**config.mk**
```make
export PLATFORM = sky130hd
export DESIGN_NAME = bom_strip_newline_normalizer_flat
export DESIGN_NICKNAME = d
export VERILOG_FILES = /design/src/rtl/core/bsn_pkg.sv /design/src/rtl/core/bsn_in_if.sv /design/src/rtl/core/bsn_out_if.sv /design/src/rtl/core/bsn_front.sv /design/src/rtl/core/bsn_fifo.sv /design/src/rtl/core/bsn_back.sv /design/src/rtl/core/bom_strip_newline_normalizer.sv /design/src/flat_wrapper.sv
export SDC_FILE = /design/constraint.sdc
export NUM_CORES = 1
export LEC_CHECK = 0
export BUFFER_PORTS_ARGS = -buffer_cell sky130_fd_sc_hd__buf_4
export CAP_MARGIN = 20
export CORE_MARGIN = 1
export CORE_UTILIZATION = 35
export CTS_BUF_LIST = sky130_fd_sc_hd__clkbuf_8
export DETAILED_ROUTE_END_ITERATION = 10
export GPL_TIMING_DRIVEN = 0
export PLACE_DENSITY = 0.47
export SLEW_MARGIN = 20
export SYNTH_ARGS = -nofsm -noshare
export SYNTH_HDL_FRONTEND = slang
export SYNTH_SLANG_ARGS = --single-unit
```
**constraint.sdc**
```tcl
create_clock -name clk_i -period 8.49 [get_ports clk_i]
set_input_delay 1.698 -clock clk_i [delete_from_list [all_inputs] [get_ports clk_i]]
set_output_delay 1.698 -clock clk_i [all_outputs]
set_load 0.02 [all_outputs]
```
**src/rtl/core/bsn_pkg.sv**
```systemverilog
// Package: shared types and constants of the byte-order-mark and newline normalizer.
`default_nettype none

package bsn_pkg;

  // Fixed byte codes.
  localparam logic [7:0] MARK0 = 8'hEF;
  localparam logic [7:0] MARK1 = 8'hBB;
  localparam logic [7:0] MARK2 = 8'hBF;
  localparam logic [7:0] CH_CR = 8'h0D;
  localparam logic [7:0] CH_LF = 8'h0A;

  // Queue between the classifier and the output serializer.
  localparam int unsigned QDEPTH = 4;
  localparam int unsigned QPTRW  = $clog2(QDEPTH);
  localparam int unsigned QCNTW  = $clog2(QDEPTH + 1);

  // Results one input byte can cause, at most.
  localparam int unsigned MAXRES = 3;

  // Progress through a possible byte order mark at stream start.
  typedef enum logic [1:0] {
    MP_START = 2'd0,
    MP_EF    = 2'd1,
    MP_EFBB  = 2'd2,
    MP_DATA  = 2'd3
  } mark_phase_e;

  // All results caused by one input transaction.
  typedef struct packed {
    logic [1:0]                   cnt;     // number of results, 1 to 3
    logic [MAXRES-1:0][7:0]       bytes;   // result bytes, entry 0 first
    logic                         marker;  // single end marker, no byte
    logic                         eos;     // last result closes the stream
  } bsn_bundle_t;

  // Write side of the queue.
  typedef struct packed {
    logic        push;
    bsn_bundle_t bundle;
  } bsn_push_t;

  // Read side of the queue.
  typedef struct packed {
    logic        empty;
    bsn_bundle_t head;
  } bsn_head_t;

endpackage

`default_nettype wire

```
**src/rtl/core/bsn_in_if.sv**
```systemverilog
// Interface: input channel, one raw byte or end marker per transaction.
`default_nettype none

interface bsn_in_if;
  logic       valid;
  logic       ready;
  logic [7:0] data_byte;
  logic       has_byte;
  logic       end_of_stream;

  modport source (output valid, output data_byte, output has_byte,
                  output end_of_stream, input ready);
  modport sink   (input valid, input data_byte, input has_byte,
                  input end_of_stream, output ready);
endinterface

`default_nettype wire

```
**src/rtl/core/bsn_out_if.sv**
```systemverilog
// Interface: output channel, one normalized byte or end marker per transaction.
`default_nettype none

interface bsn_out_if;
  logic       valid;
  logic       ready;
  logic [7:0] out_byte;
  logic       out_valid;
  logic       run_last;
  logic       stream_done;

  modport source (output valid, output out_byte, output out_valid,
                  output run_last, output stream_done, input ready);
  modport sink   (input valid, input out_byte, input out_valid,
                  input run_last, input stream_done, output ready);
endinterface

`default_nettype wire

```
**src/rtl/core/bsn_front.sv**
```systemverilog
// Front end: tracks mark and CR state and turns each input byte into a result bundle.
`default_nettype none

module bsn_front (
  input  logic              clk_i,
  input  logic              rst_ni,
  input  logic              accept_i,
  input  logic [7:0]        data_byte_i,
  input  logic              has_byte_i,
  input  logic              end_of_stream_i,
  output bsn_pkg::bsn_push_t push_o
);
  import bsn_pkg::*;

  mark_phase_e mp_q, mp_d, mp_nb;
  logic        cr_q, cr_d, cr_nb;
  logic        plain;

  // Effect of the byte alone, before any end-of-stream flush.
  always_comb begin
    mp_nb = mp_q;
    plain = 1'b0;
    if (has_byte_i) begin
      unique case (mp_q)
        MP_START: begin
          if (data_byte_i == MARK0) mp_nb = MP_EF;
          else begin
            mp_nb = MP_DATA;
            plain = 1'b1;
          end
        end
        MP_EF: begin
          if (data_byte_i == MARK1) mp_nb = MP_EFBB;
          else begin
            mp_nb = MP_DATA;
            plain = 1'b1;
          end
        end
        MP_EFBB: begin
          mp_nb = MP_DATA;
          plain = (data_byte_i != MARK2);
        end
        MP_DATA: plain = 1'b1;
        default: plain = 1'b1;
      endcase
    end
    cr_nb = plain ? (data_byte_i == CH_CR) : cr_q;
  end

  // Next state: end of stream returns to the start state.
  always_comb begin
    if (end_of_stream_i) begin
      mp_d = MP_START;
      cr_d = 1'b0;
    end else begin
      mp_d = mp_nb;
      cr_d = cr_nb;
    end
  end

  // Outputs: build the bundle of results for this transaction.
  always_comb begin
    logic [1:0]             n;
    logic [MAXRES-1:0][7:0] b;
    logic                   marker;
    n      = 2'd0;
    b      = '0;
    marker = 1'b0;
    if (has_byte_i) begin
      unique case (mp_q)
        MP_EF: begin
          if (data_byte_i != MARK1) begin
            b[0] = MARK0;
            n    = 2'd1;
          end
        end
        MP_EFBB: begin
          if (data_byte_i != MARK2) begin
            b[0] = MARK0;
            b[1] = MARK1;
            n    = 2'd2;
          end
        end
        default: ;
      endcase
    end
    if (plain) begin
      if (cr_q) begin
        if (n != 2'd3) b[n] = CH_LF;
        n = n + 2'd1;
      end
      if ((data_byte_i != CH_CR) && !(cr_q && (data_byte_i == CH_LF))) begin
        if (n != 2'd3) b[n] = data_byte_i;
        n = n + 2'd1;
      end
    end
    if (end_of_stream_i) begin
      if (mp_nb == MP_EF) begin
        if (n != 2'd3) b[n] = MARK0;
        n = n + 2'd1;
      end else if (mp_nb == MP_EFBB) begin
        if (n != 2'd3) b[n] = MARK0;
        n = n + 2'd1;
        if (n != 2'd3) b[n] = MARK1;
        n = n + 2'd1;
      end
      if (cr_nb) begin
        if (n != 2'd3) b[n] = CH_LF;
        n = n + 2'd1;
      end
      if (n == 2'd0) begin
        marker = 1'b1;
        n      = 2'd1;
      end
    end
    push_o.push          = accept_i && (n != 2'd0);
    push_o.bundle.cnt    = n;
    push_o.bundle.bytes  = b;
    push_o.bundle.marker = marker;
    push_o.bundle.eos    = end_of_stream_i;
  end

  always_ff @(posedge clk_i or negedge rst_ni) begin
    if (!rst_ni) begin
      mp_q <= MP_START;
      cr_q <= 1'b0;
    end else if (accept_i) begin
      mp_q <= mp_d;
      cr_q <= cr_d;
    end
  end

  // A CR is only held once the mark phase is over.
  a_cr_in_data: assert property (@(posedge clk_i) disable iff (!rst_ni)
    cr_q |-> (mp_q == MP_DATA))
    else $error("CR held during mark phase");

  // An end of stream always yields at least one result.
  a_eos_pushes: assert property (@(posedge clk_i) disable iff (!rst_ni)
    (accept_i && end_of_stream_i) |-> (push_o.push && push_o.bundle.cnt != 2'd0))
    else $error("end of stream produced no result");

endmodule

`default_nettype wire

```
**src/rtl/core/bsn_fifo.sv**
```systemverilog
// Queue: short FIFO of result bundles between front end and serializer.
`default_nettype none

module bsn_fifo (
  input  logic               clk_i,
  input  logic               rst_ni,
  input  bsn_pkg::bsn_push_t push_i,
  input  logic               pop_i,
  output logic               full_o,
  output bsn_pkg::bsn_head_t head_o
);
  import bsn_pkg::*;

  bsn_bundle_t            mem_q [QDEPTH];
  logic [QPTRW-1:0]       wr_q, rd_q;
  logic [QCNTW-1:0]       cnt_q;
  logic                   do_push, do_pop;

  assign full_o       = (cnt_q == QCNTW'(QDEPTH));
  assign head_o.empty = (cnt_q == '0);
  assign head_o.head  = mem_q[rd_q];
  assign do_push      = push_i.push && !full_o;
  assign do_pop       = pop_i && !head_o.empty;

  always_ff @(posedge clk_i) begin
    if (do_push) mem_q[wr_q] <= push_i.bundle;
  end

  always_ff @(posedge clk_i or negedge rst_ni) begin
    if (!rst_ni) begin
      wr_q  <= '0;
      rd_q  <= '0;
      cnt_q <= '0;
    end else begin
      if (do_push) wr_q <= wr_q + QPTRW'(1);
      if (do_pop)  rd_q <= rd_q + QPTRW'(1);
      cnt_q <= cnt_q + QCNTW'(do_push) - QCNTW'(do_pop);
    end
  end

  a_no_overflow: assert property (@(posedge clk_i) disable iff (!rst_ni)
    push_i.push |-> !full_o)
    else $error("push into full queue");

  a_fill_bound: assert property (@(posedge clk_i) disable iff (!rst_ni)
    cnt_q <= QCNTW'(QDEPTH))
    else $error("queue fill count out of range");

endmodule

`default_nettype wire

```
**src/rtl/core/bsn_back.sv**
```systemverilog
// Back end: walks bundles one result per ready cycle into output register.
`default_nettype none

module bsn_back (
  input  logic               clk_i,
  input  logic               rst_ni,
  input  bsn_pkg::bsn_head_t head_i,
  output logic               pop_o,
  bsn_out_if.source          out_o
);
  import bsn_pkg::*;

  logic [1:0] idx_q, idx_d;
  logic       vld_q, vld_d;
  logic [7:0] byte_q, byte_d;
  logic       ov_q, ov_d;
  logic       last_q, last_d;
  logic       done_q, done_d;
  logic       load, is_last;

  assign load    = !head_i.empty && (!vld_q || out_o.ready);
  assign is_last = (idx_q == head_i.head.cnt - 2'd1);
  assign pop_o   = load && is_last;

  always_comb begin
    idx_d  = idx_q;
    vld_d  = vld_q;
    byte_d = byte_q;
    ov_d   = ov_q;
    last_d = last_q;
    done_d = done_q;
    if (!vld_q || out_o.ready) vld_d = !head_i.empty;
    if (load) begin
      byte_d = head_i.head.marker ? 8'h00 : head_i.head.bytes[idx_q];
      ov_d   = !head_i.head.marker;
      last_d = is_last;
      done_d = is_last && head_i.head.eos;
      idx_d  = is_last ? 2'd0 : idx_q + 2'd1;
    end
  end

  always_ff @(posedge clk_i or negedge rst_ni) begin
    if (!rst_ni) begin
      idx_q <= 2'd0;
      vld_q <= 1'b0;
    end else begin
      idx_q <= idx_d;
      vld_q <= vld_d;
    end
  end

  always_ff @(posedge clk_i) begin
    byte_q <= byte_d;
    ov_q   <= ov_d;
    last_q <= last_d;
    done_q <= done_d;
  end

  assign out_o.valid       = vld_q;
  assign out_o.out_byte    = byte_q;
  assign out_o.out_valid   = ov_q;
  assign out_o.run_last    = last_q;
  assign out_o.stream_done = done_q;

  // Index into the head bundle stays within its result count.
  a_idx_in_bundle: assert property (@(posedge clk_i) disable iff (!rst_ni)
    !head_i.empty |-> (idx_q < head_i.head.cnt))
    else $error("serializer index beyond bundle");

endmodule

`default_nettype wire

```
**src/rtl/core/bom_strip_newline_normalizer.sv**
```systemverilog
// Top level: UTF-8 byte order mark stripper and CR/CRLF to LF normalizer.
`default_nettype none

// Streaming text normalizer, one byte per input transaction. A UTF-8 byte
// order mark (EF BB BF) is dropped only when it forms the first three bytes
// of a stream; a partial mark is passed on as data. CR LF and a lone CR both
// become LF. On end_of_stream any held mark bytes and a held CR are flushed,
// the final result carries stream_done, and the block goes back to its
// start state; an end with nothing to flush gives one end-marker result
// (out_valid 0, out_byte 0). run_last flags the last result of each input
// transaction; inputs that cause no result (a held byte without end) give
// nothing at the output.
// Rate: one input transaction per cycle while the queue has room. The front
// end classifies a byte in the cycle it is accepted and pushes its results
// as one bundle into a four-entry queue; the back end drains one result per
// cycle into the output register while out_o.ready does not stall it. One
// transaction causes at most 3 results, more than 1 only around stream start
// and end or for a CR followed by a byte other than CR or LF. The input
// stalls only when the queue is full.

module bom_strip_newline_normalizer (
  input  logic      clk_i,
  input  logic      rst_ni,
  bsn_in_if.sink    in_i,
  bsn_out_if.source out_o
);
  import bsn_pkg::*;

  bsn_push_t push;
  bsn_head_t head;
  logic      full;
  logic      pop;
  logic      accept;

  // Accept whenever the queue has room; the output side is decoupled.
  assign in_i.ready = !full;
  assign accept     = in_i.valid && !full;

  bsn_front u_front (
    .clk_i           (clk_i),
    .rst_ni          (rst_ni),
    .accept_i        (accept),
    .data_byte_i     (in_i.data_byte),
    .has_byte_i      (in_i.has_byte),
    .end_of_stream_i (in_i.end_of_stream),
    .push_o          (push)
  );

  bsn_fifo u_fifo (
    .clk_i  (clk_i),
    .rst_ni (rst_ni),
    .push_i (push),
    .pop_i  (pop),
    .full_o (full),
    .head_o (head)
  );

  bsn_back u_back (
    .clk_i  (clk_i),
    .rst_ni (rst_ni),
    .head_i (head),
    .pop_o  (pop),
    .out_o  (out_o)
  );

endmodule

`default_nettype wire
```
**src/flat_wrapper.sv**
```systemverilog
// flat-port wrapper written by rule: the top's interface ports become plain ports
module bom_strip_newline_normalizer_flat import bsn_pkg::*;
  (clk_i, rst_ni, in_i_valid, in_i_data_byte, in_i_has_byte, in_i_end_of_stream, in_i_ready, out_o_valid, out_o_out_byte, out_o_out_valid, out_o_run_last, out_o_stream_done, out_o_ready);
  bsn_in_if in_i_i ();
  bsn_out_if out_o_i ();
  input  logic clk_i;
  input  logic rst_ni;
  input wire logic [$bits(in_i_i.valid)-1:0] in_i_valid;
  input wire logic [$bits(in_i_i.data_byte)-1:0] in_i_data_byte;
  input wire logic [$bits(in_i_i.has_byte)-1:0] in_i_has_byte;
  input wire logic [$bits(in_i_i.end_of_stream)-1:0] in_i_end_of_stream;
  output wire logic [$bits(in_i_i.ready)-1:0] in_i_ready;
  output wire logic [$bits(out_o_i.valid)-1:0] out_o_valid;
  output wire logic [$bits(out_o_i.out_byte)-1:0] out_o_out_byte;
  output wire logic [$bits(out_o_i.out_valid)-1:0] out_o_out_valid;
  output wire logic [$bits(out_o_i.run_last)-1:0] out_o_run_last;
  output wire logic [$bits(out_o_i.stream_done)-1:0] out_o_stream_done;
  input wire logic [$bits(out_o_i.ready)-1:0] out_o_ready;
  assign in_i_i.valid = in_i_valid;
  assign in_i_i.data_byte = in_i_data_byte;
  assign in_i_i.has_byte = in_i_has_byte;
  assign in_i_i.end_of_stream = in_i_end_of_stream;
  assign in_i_ready = in_i_i.ready;
  assign out_o_valid = out_o_i.valid;
  assign out_o_out_byte = out_o_i.out_byte;
  assign out_o_out_valid = out_o_i.out_valid;
  assign out_o_run_last = out_o_i.run_last;
  assign out_o_stream_done = out_o_i.stream_done;
  assign out_o_i.ready = out_o_ready;
  bom_strip_newline_normalizer u_core (.clk_i(clk_i), .rst_ni(rst_ni), .in_i(in_i_i), .out_o(out_o_i));
endmodule
```
## After elaboration in Yosys (flattened, before gate mapping)

Memory sizes are Yosys's and may differ from the RTL's.
Index checks and enable logic that the tools add are counted.

- Output and inout bits: 13
- Bits in writable memories: 112
- Flip-flop bits (word level): 24
- Memory bits (read-only): 0
- Input bits: 14
- Word-level logic and storage cells: 155
- Memories kept: 1
- Bits in latches: 0

Memory list:

| name | depth | width | read ports | clocked after Yosys merged registers in | write ports | RTL line | source |
|---|---|---|---|---|---|---|---|
| u_core.u_fifo.mem_q | 4 | 28 | 1 | 0 | 1 | bsn_fifo.sv:14 | `bsn_bundle_t mem_q [QDEPTH];` |

- $add $sub $neg: 11
- Shift-type cells: 0
- Div/mod/pow operators: 0
- Equality and inequality tests: 19
- Mux-type cells: 66
- Bitwise operators: 12
- Magnitude comparators: 11
- Reduce and logical (&&, ||, !) cells: 24
- Multiply operators: 0

Operators with widths:

| kind | count |
|---|---|
| $mux W24 | 17 |
| $demux W8 S2 | 5 |
| $mux W8 | 8 |
| $not A18 Y18 | 2 |
| $mux W2 | 17 |
| $mux W16 | 2 |
| $bwmux W24 | 1 |
| $or A21 B21 Y21 | 1 |
| $and A12 B18 Y18 | 1 |
| $and A18 B18 Y18 | 1 |
| $lt A2 B3 Y1 const B | 6 |
| $or A18 B18 Y18 | 1 |
| $add A2 B1 Y2 const B | 8 |
| $bmux W8 S2 | 1 |
| $eq A8 B4 Y1 const B | 2 |
| $eq A8 B8 Y1 const B | 2 |
| $ne A8 B8 Y1 const B | 2 |
| $pmux W8 S2 | 1 |
| $logic_and A1 B1 Y1 | 14 |
| $mux W1 | 11 |
| $ge A2 B1 Y1 const B | 5 |
| $ne A2 B2 Y1 const B | 5 |
| $ne A8 B4 Y1 const B | 1 |
| $and A6 B6 Y6 | 1 |
| other kinds (20) | 28 |

## Longest topological paths before layout

- Depth after elaboration: 31
- Mapped depth: 21
- Gate-level depth less buffers: 21

## By module

From an unflattened synthesis, not the netlist that was laid out.

- Cells, all modules: 492
- Area, all modules: 6,887.9 um2

By module, submodules not included:

| module | sequential area each (um2) | cells an instance | area an instance (um2) | instances |
|---|---|---|---|---|
| bsn_fifo | 3,538.4 | 187 | 4,514.3 | 1 |
| bsn_front | 75.1 | 234 | 1,604.0 | 1 |
| bsn_back | 405.4 | 69 | 759.5 | 1 |
| bom_strip_newline_normalizer | 0.0 | 2 | 10.0 | 1 |

## Least setup slack after synthesis

Ideal clock, no wire load.

- Path type: input -> register
- From: in in_i_data_byte[1]
- To: mem u_core.u_fifo.mem_q[0][4] (netlist bit), data pin
- Buffers on the path: 1
- Data arrival time: 5,055 ps
- Stages on the path: 17
- Setup time: 284 ps
- Data required time: 8,206 ps
- Setup slack: 3,151 ps
- Path through: buf_2 > nand4_4 > o2111ai_1 > ha_1 > nand2_1 > o21ai_0 > ha_1 > o22ai_1 > mux2_4 > ha_1 > o32ai_1 > nor2_1 > ha_1 > nor2b_1 > and3_4 > nand2b_1 > a21oi_1

RTL lines:

| element | RTL line | source |
|---|---|---|
| from (decl) | flat_wrapper.sv:9 | `input wire logic [$bits(in_i_i.data_byte)-1:0] in_i_data_byte;` |
| to (decl) | bsn_fifo.sv:14 |  |

==> impl_metrics.yaml <==
global_route:
  grt_pass1_vias: 4266
  overflow: 0
  antenna_found_initial: 0
  grt_pass1_wl_um: 24140
  grt.total_usage: 0.1665
  grt_max_degree: 29
route:
  wl_per_cell_um: 19.37
  wl_um: 15460
  topRoutingLayerUsed: "met4"
  drt_iter0_markers: 209
  wl_met1_um: 7119
  ant_nets: 0
  viasPerCell: 5.214
  drc: 0
  drtPass1Iterations: 4
  via_count: 4161
  dr_wl_met2_um: 7708
  wl_met3_um: 450
synthesis:
  avgSynthCellArea_um2: 14.06
  ys_ff_latch: 136
  synth_edf_count: 123
  synthFlopType: "edfxtp_1"
  synth.largest_area_cell: "edfxtp_1"
  async_flop_share: 0.09559
  synth_area_mm2: 0.006761
  seq_area_frac_synth: 0.5944
  syn_inst: 481
  ys_types: 67
  yosys-top-cells-area: "edfxtp_1 (55%), mux4_2 (9.3%), dfrtp_1 (4.8%)"
  syn_nets: 522
  synth_top_area_frac: 0.5463
  ys_warn_count: 0
sta:
  finalSetupTns_ps: 0
  min_period_ps: 5860
  clock_skew_ps: 16.23
  hold_violations: 0
  rsz0062_at_grt: "false"
  slew_headroom: 0.4263
  fin_hold_ws_ps: 514.7
  worstMarginPinSlew_ps: 860.6
  finalSetupViolCount: 0
  drv_slew: 0
  max_freq_mhz: 170.6
  finalCritPeriodShare: 0.6902
clock_tree:
  cts.sinks: 136
  cts_tree: "done"
  htree_levels: 4
  cts_made_buffers: 17
  cts_root_buf: "clkbuf_8"
  cts_setup_buffers: 0
  cts_resized: 0
  insertion_delay_ps: 440
  postCtsHoldBufs: 0
  cts_buffer_depth: 2
  path_clk_slew_ps: 80
worst_setup_path:
  path_buf_inv: 1
  path_cells: "buf_4 > nand4b_2 > o2111ai_1 > ha_1 > nand2_1 > o21ai_0 > ha_1 > o22ai_1 > mux2_4 > ha_1 > o32ai_1 > nor2_1 > ha_1 > nor2b_1 > and3_1 > a21o_1 > a31oi_1"
  cp-end-kind: "register"
  critical_path_class: "primary input to register"
  crit_path_max_fanout: 7
  critPathMaxStageDelay_ps: 630
  start_kind: "primary input"
  cp.required_ps: 8650
  crit_top_cell: "ha_1"
  critPathTopFamily: "compound AO/OA/AOI/OAI gates"
  crit_slowest_cell: "o2111ai_1"
  rrSetupSlack_ps: 3560
  cp_data_arrival_time_ps: 6020
layout:
  mostFrequentLayoutCells: "edfxtp_1 (123), nor2_1 (35), nand2_1 (32)"
  final_util: 0.4086
  finalNonFillerCells: 798
  nNetsFinal: 566
  area_growth_syn_to_layout_pct: 13.79
  antenna_cells: 0
  final_common_cell: "edfxtp_1"
  drive_gt1_frac: 0.1952
  fin_area_mm2: 0.007694
power:
  peakVddDrop_uv: 133.4
  p_leak_nw: 2.813
  power_frac_comb: 0.408
  clock_power_share: 0.208
  switching_share: 0.3602
  internal_power_mw: 1.724
  p_sw_mw: 0.9708
  p_seq_frac: 0.384
  cellPowerDensity_mw_per_mm2: 350.3
placed_design:
  dpl_cell_area_mm2: 0.007274
  dp.final_hpwl_um: 10780
  place.port_buffers: 25
  dp.cells: 766
  finalWeightedCongestion: 0.8163
job:
  cap_violations: 0
floorplanning:
  rows: 50
  dieArea_mm2: 0.01988
  io_pins: 27
  fp.dieH_um: 141.0
  die_w_um: 141.0
  core_area_mm2: 0.01883
  start_util: 0.3591
min_path:
  hp-class: "register to register"
outcome:
  outcome: "completed"
-- worst min-delay path, delay by kind of cell (launching register included) --
family | cells | cell delay [ps]
and+or+nand+nor | 2 | 110
DFF | 1 | 380
-- metrics by stage --
stage | setup slack, ps | total power [mW]
floorplan | 3151 | 1.818
global placement | 2253 | 2.142
detailed placement | 2215 | 2.168
CTS | 2679 | 2.728
global route | 2360 | 2.867
finish | 2630 | 2.695
-- cells in the mapped netlist (3+ instances only) --
| cell type | count |
|---|---|
| clkbuf_1 | 9 |
| a41oi_1 | 4 |
| o211ai_1 | 3 |
| nand3b_1 | 4 |
| and3_1 | 8 |
| nand3_1 | 6 |
| a22o_1 | 3 |
| nor2_1 | 35 |
| nor2b_1 | 4 |
| inv_1 | 27 |
| edfxtp_1 | 123 |
| dfrtp_1 | 13 |
| a31oi_1 | 5 |
| nand4b_1 | 4 |
| mux2i_1 | 10 |
| or3_1 | 3 |
| mux4_2 | 28 |
| o21ai_0 | 21 |
| o31ai_1 | 3 |
| a21oi_1 | 26 |
| xnor2_1 | 7 |
| nand2_1 | 32 |
| and2_2 | 4 |
| ha_1 | 26 |
| a21o_1 | 5 |
| mux2_4 | 3 |
| nor3b_1 | 4 |
| and2_1 | 4 |
| o22ai_1 | 5 |
| buf_2 | 3 |
-- state kept, by name, summed over array words and instances, names as in the netlist --
name                             cells
u_core.u_back.out_o.out_valid        1
u_core.u_fifo.cnt_q                  3
u_core.u_front.cr_q                  1
u_core.u_fifo.wr_q                   2
u_core.u_back.out_o.valid            1
u_core.u_fifo.mem_q                112
u_core.u_back.idx_q                  2
u_core.u_back.out_o.run_last         1
u_core.u_front.mp_q                  2
u_core.u_back.out_o.out_byte         8
u_core.u_fifo.rd_q                   2
u_core.u_back.out_o.stream_done      1
-- per-layer routing --
metal,track usage,up-vias
li1,-,1949
met1,0.2141,2112
met2,0.2857,86
met3,0.02989,14
met4,0.05206,0
met5,0,-
-- power groups by stage --
stage	sequential, mW	clock, mW	combinational [mW]
2_1_floorplan	1.07	0	0.747
3_3_place_gp	1.04	0	1.10
3_5_place_dp	1.05	0	1.12
4_1_cts	1.04	0.569	1.12
5_1_grt	1.05	0.597	1.22
6_report	1.04	0.560	1.10
-- cell type report --
cell class,count,area (um^2)
Fill cell,1747,11140
Sequential cell,136,4019
Multi-Input combinational cell,301,2552
Tap cell,260,325.3
Clock buffer,17,234.0
Timing Repair Buffer,25,187.7
Clock inverter,15,185.2
Inverter,28,110.1
Buffer,16,80.08
-- path summary, 6_finish.rpt --
check / startpoint / endpoint / cells past startpoint
setup / recovery: in_i_data_byte[6] / u_core.u_fifo.mem_q[2][12] / 17
hold / removal: u_core.u_back.out_o.valid / u_core.u_back.out_o.valid / 2
setup reg to reg: u_core.u_front.mp_q[0] / u_core.u_fifo.mem_q[2][12] / 17
hold reg to reg: u_core.u_back.out_o.valid / u_core.u_back.out_o.valid / 2
max in group asynchronous: rst_ni / u_core.u_back.out_o.valid / 1
min in group asynchronous: rst_ni / u_core.u_fifo.cnt_q[0] / 1
-- cell families after synthesis --
group / Yosys count / share of synthesized area
adder cells (fa/ha/maj): 27 / 0.05107
buffers and inverters: 44 / 0.02813
AND/OR/NAND/NOR: 123 / 0.09845
XOR/XNOR: 8 / 0.01036
AO/OA/AOI/OAI: 102 / 0.1029
multiplexers: 41 / 0.1147
flip-flops: 136 / 0.5944
No activity file was read; power rests on OpenSTA's default activity.
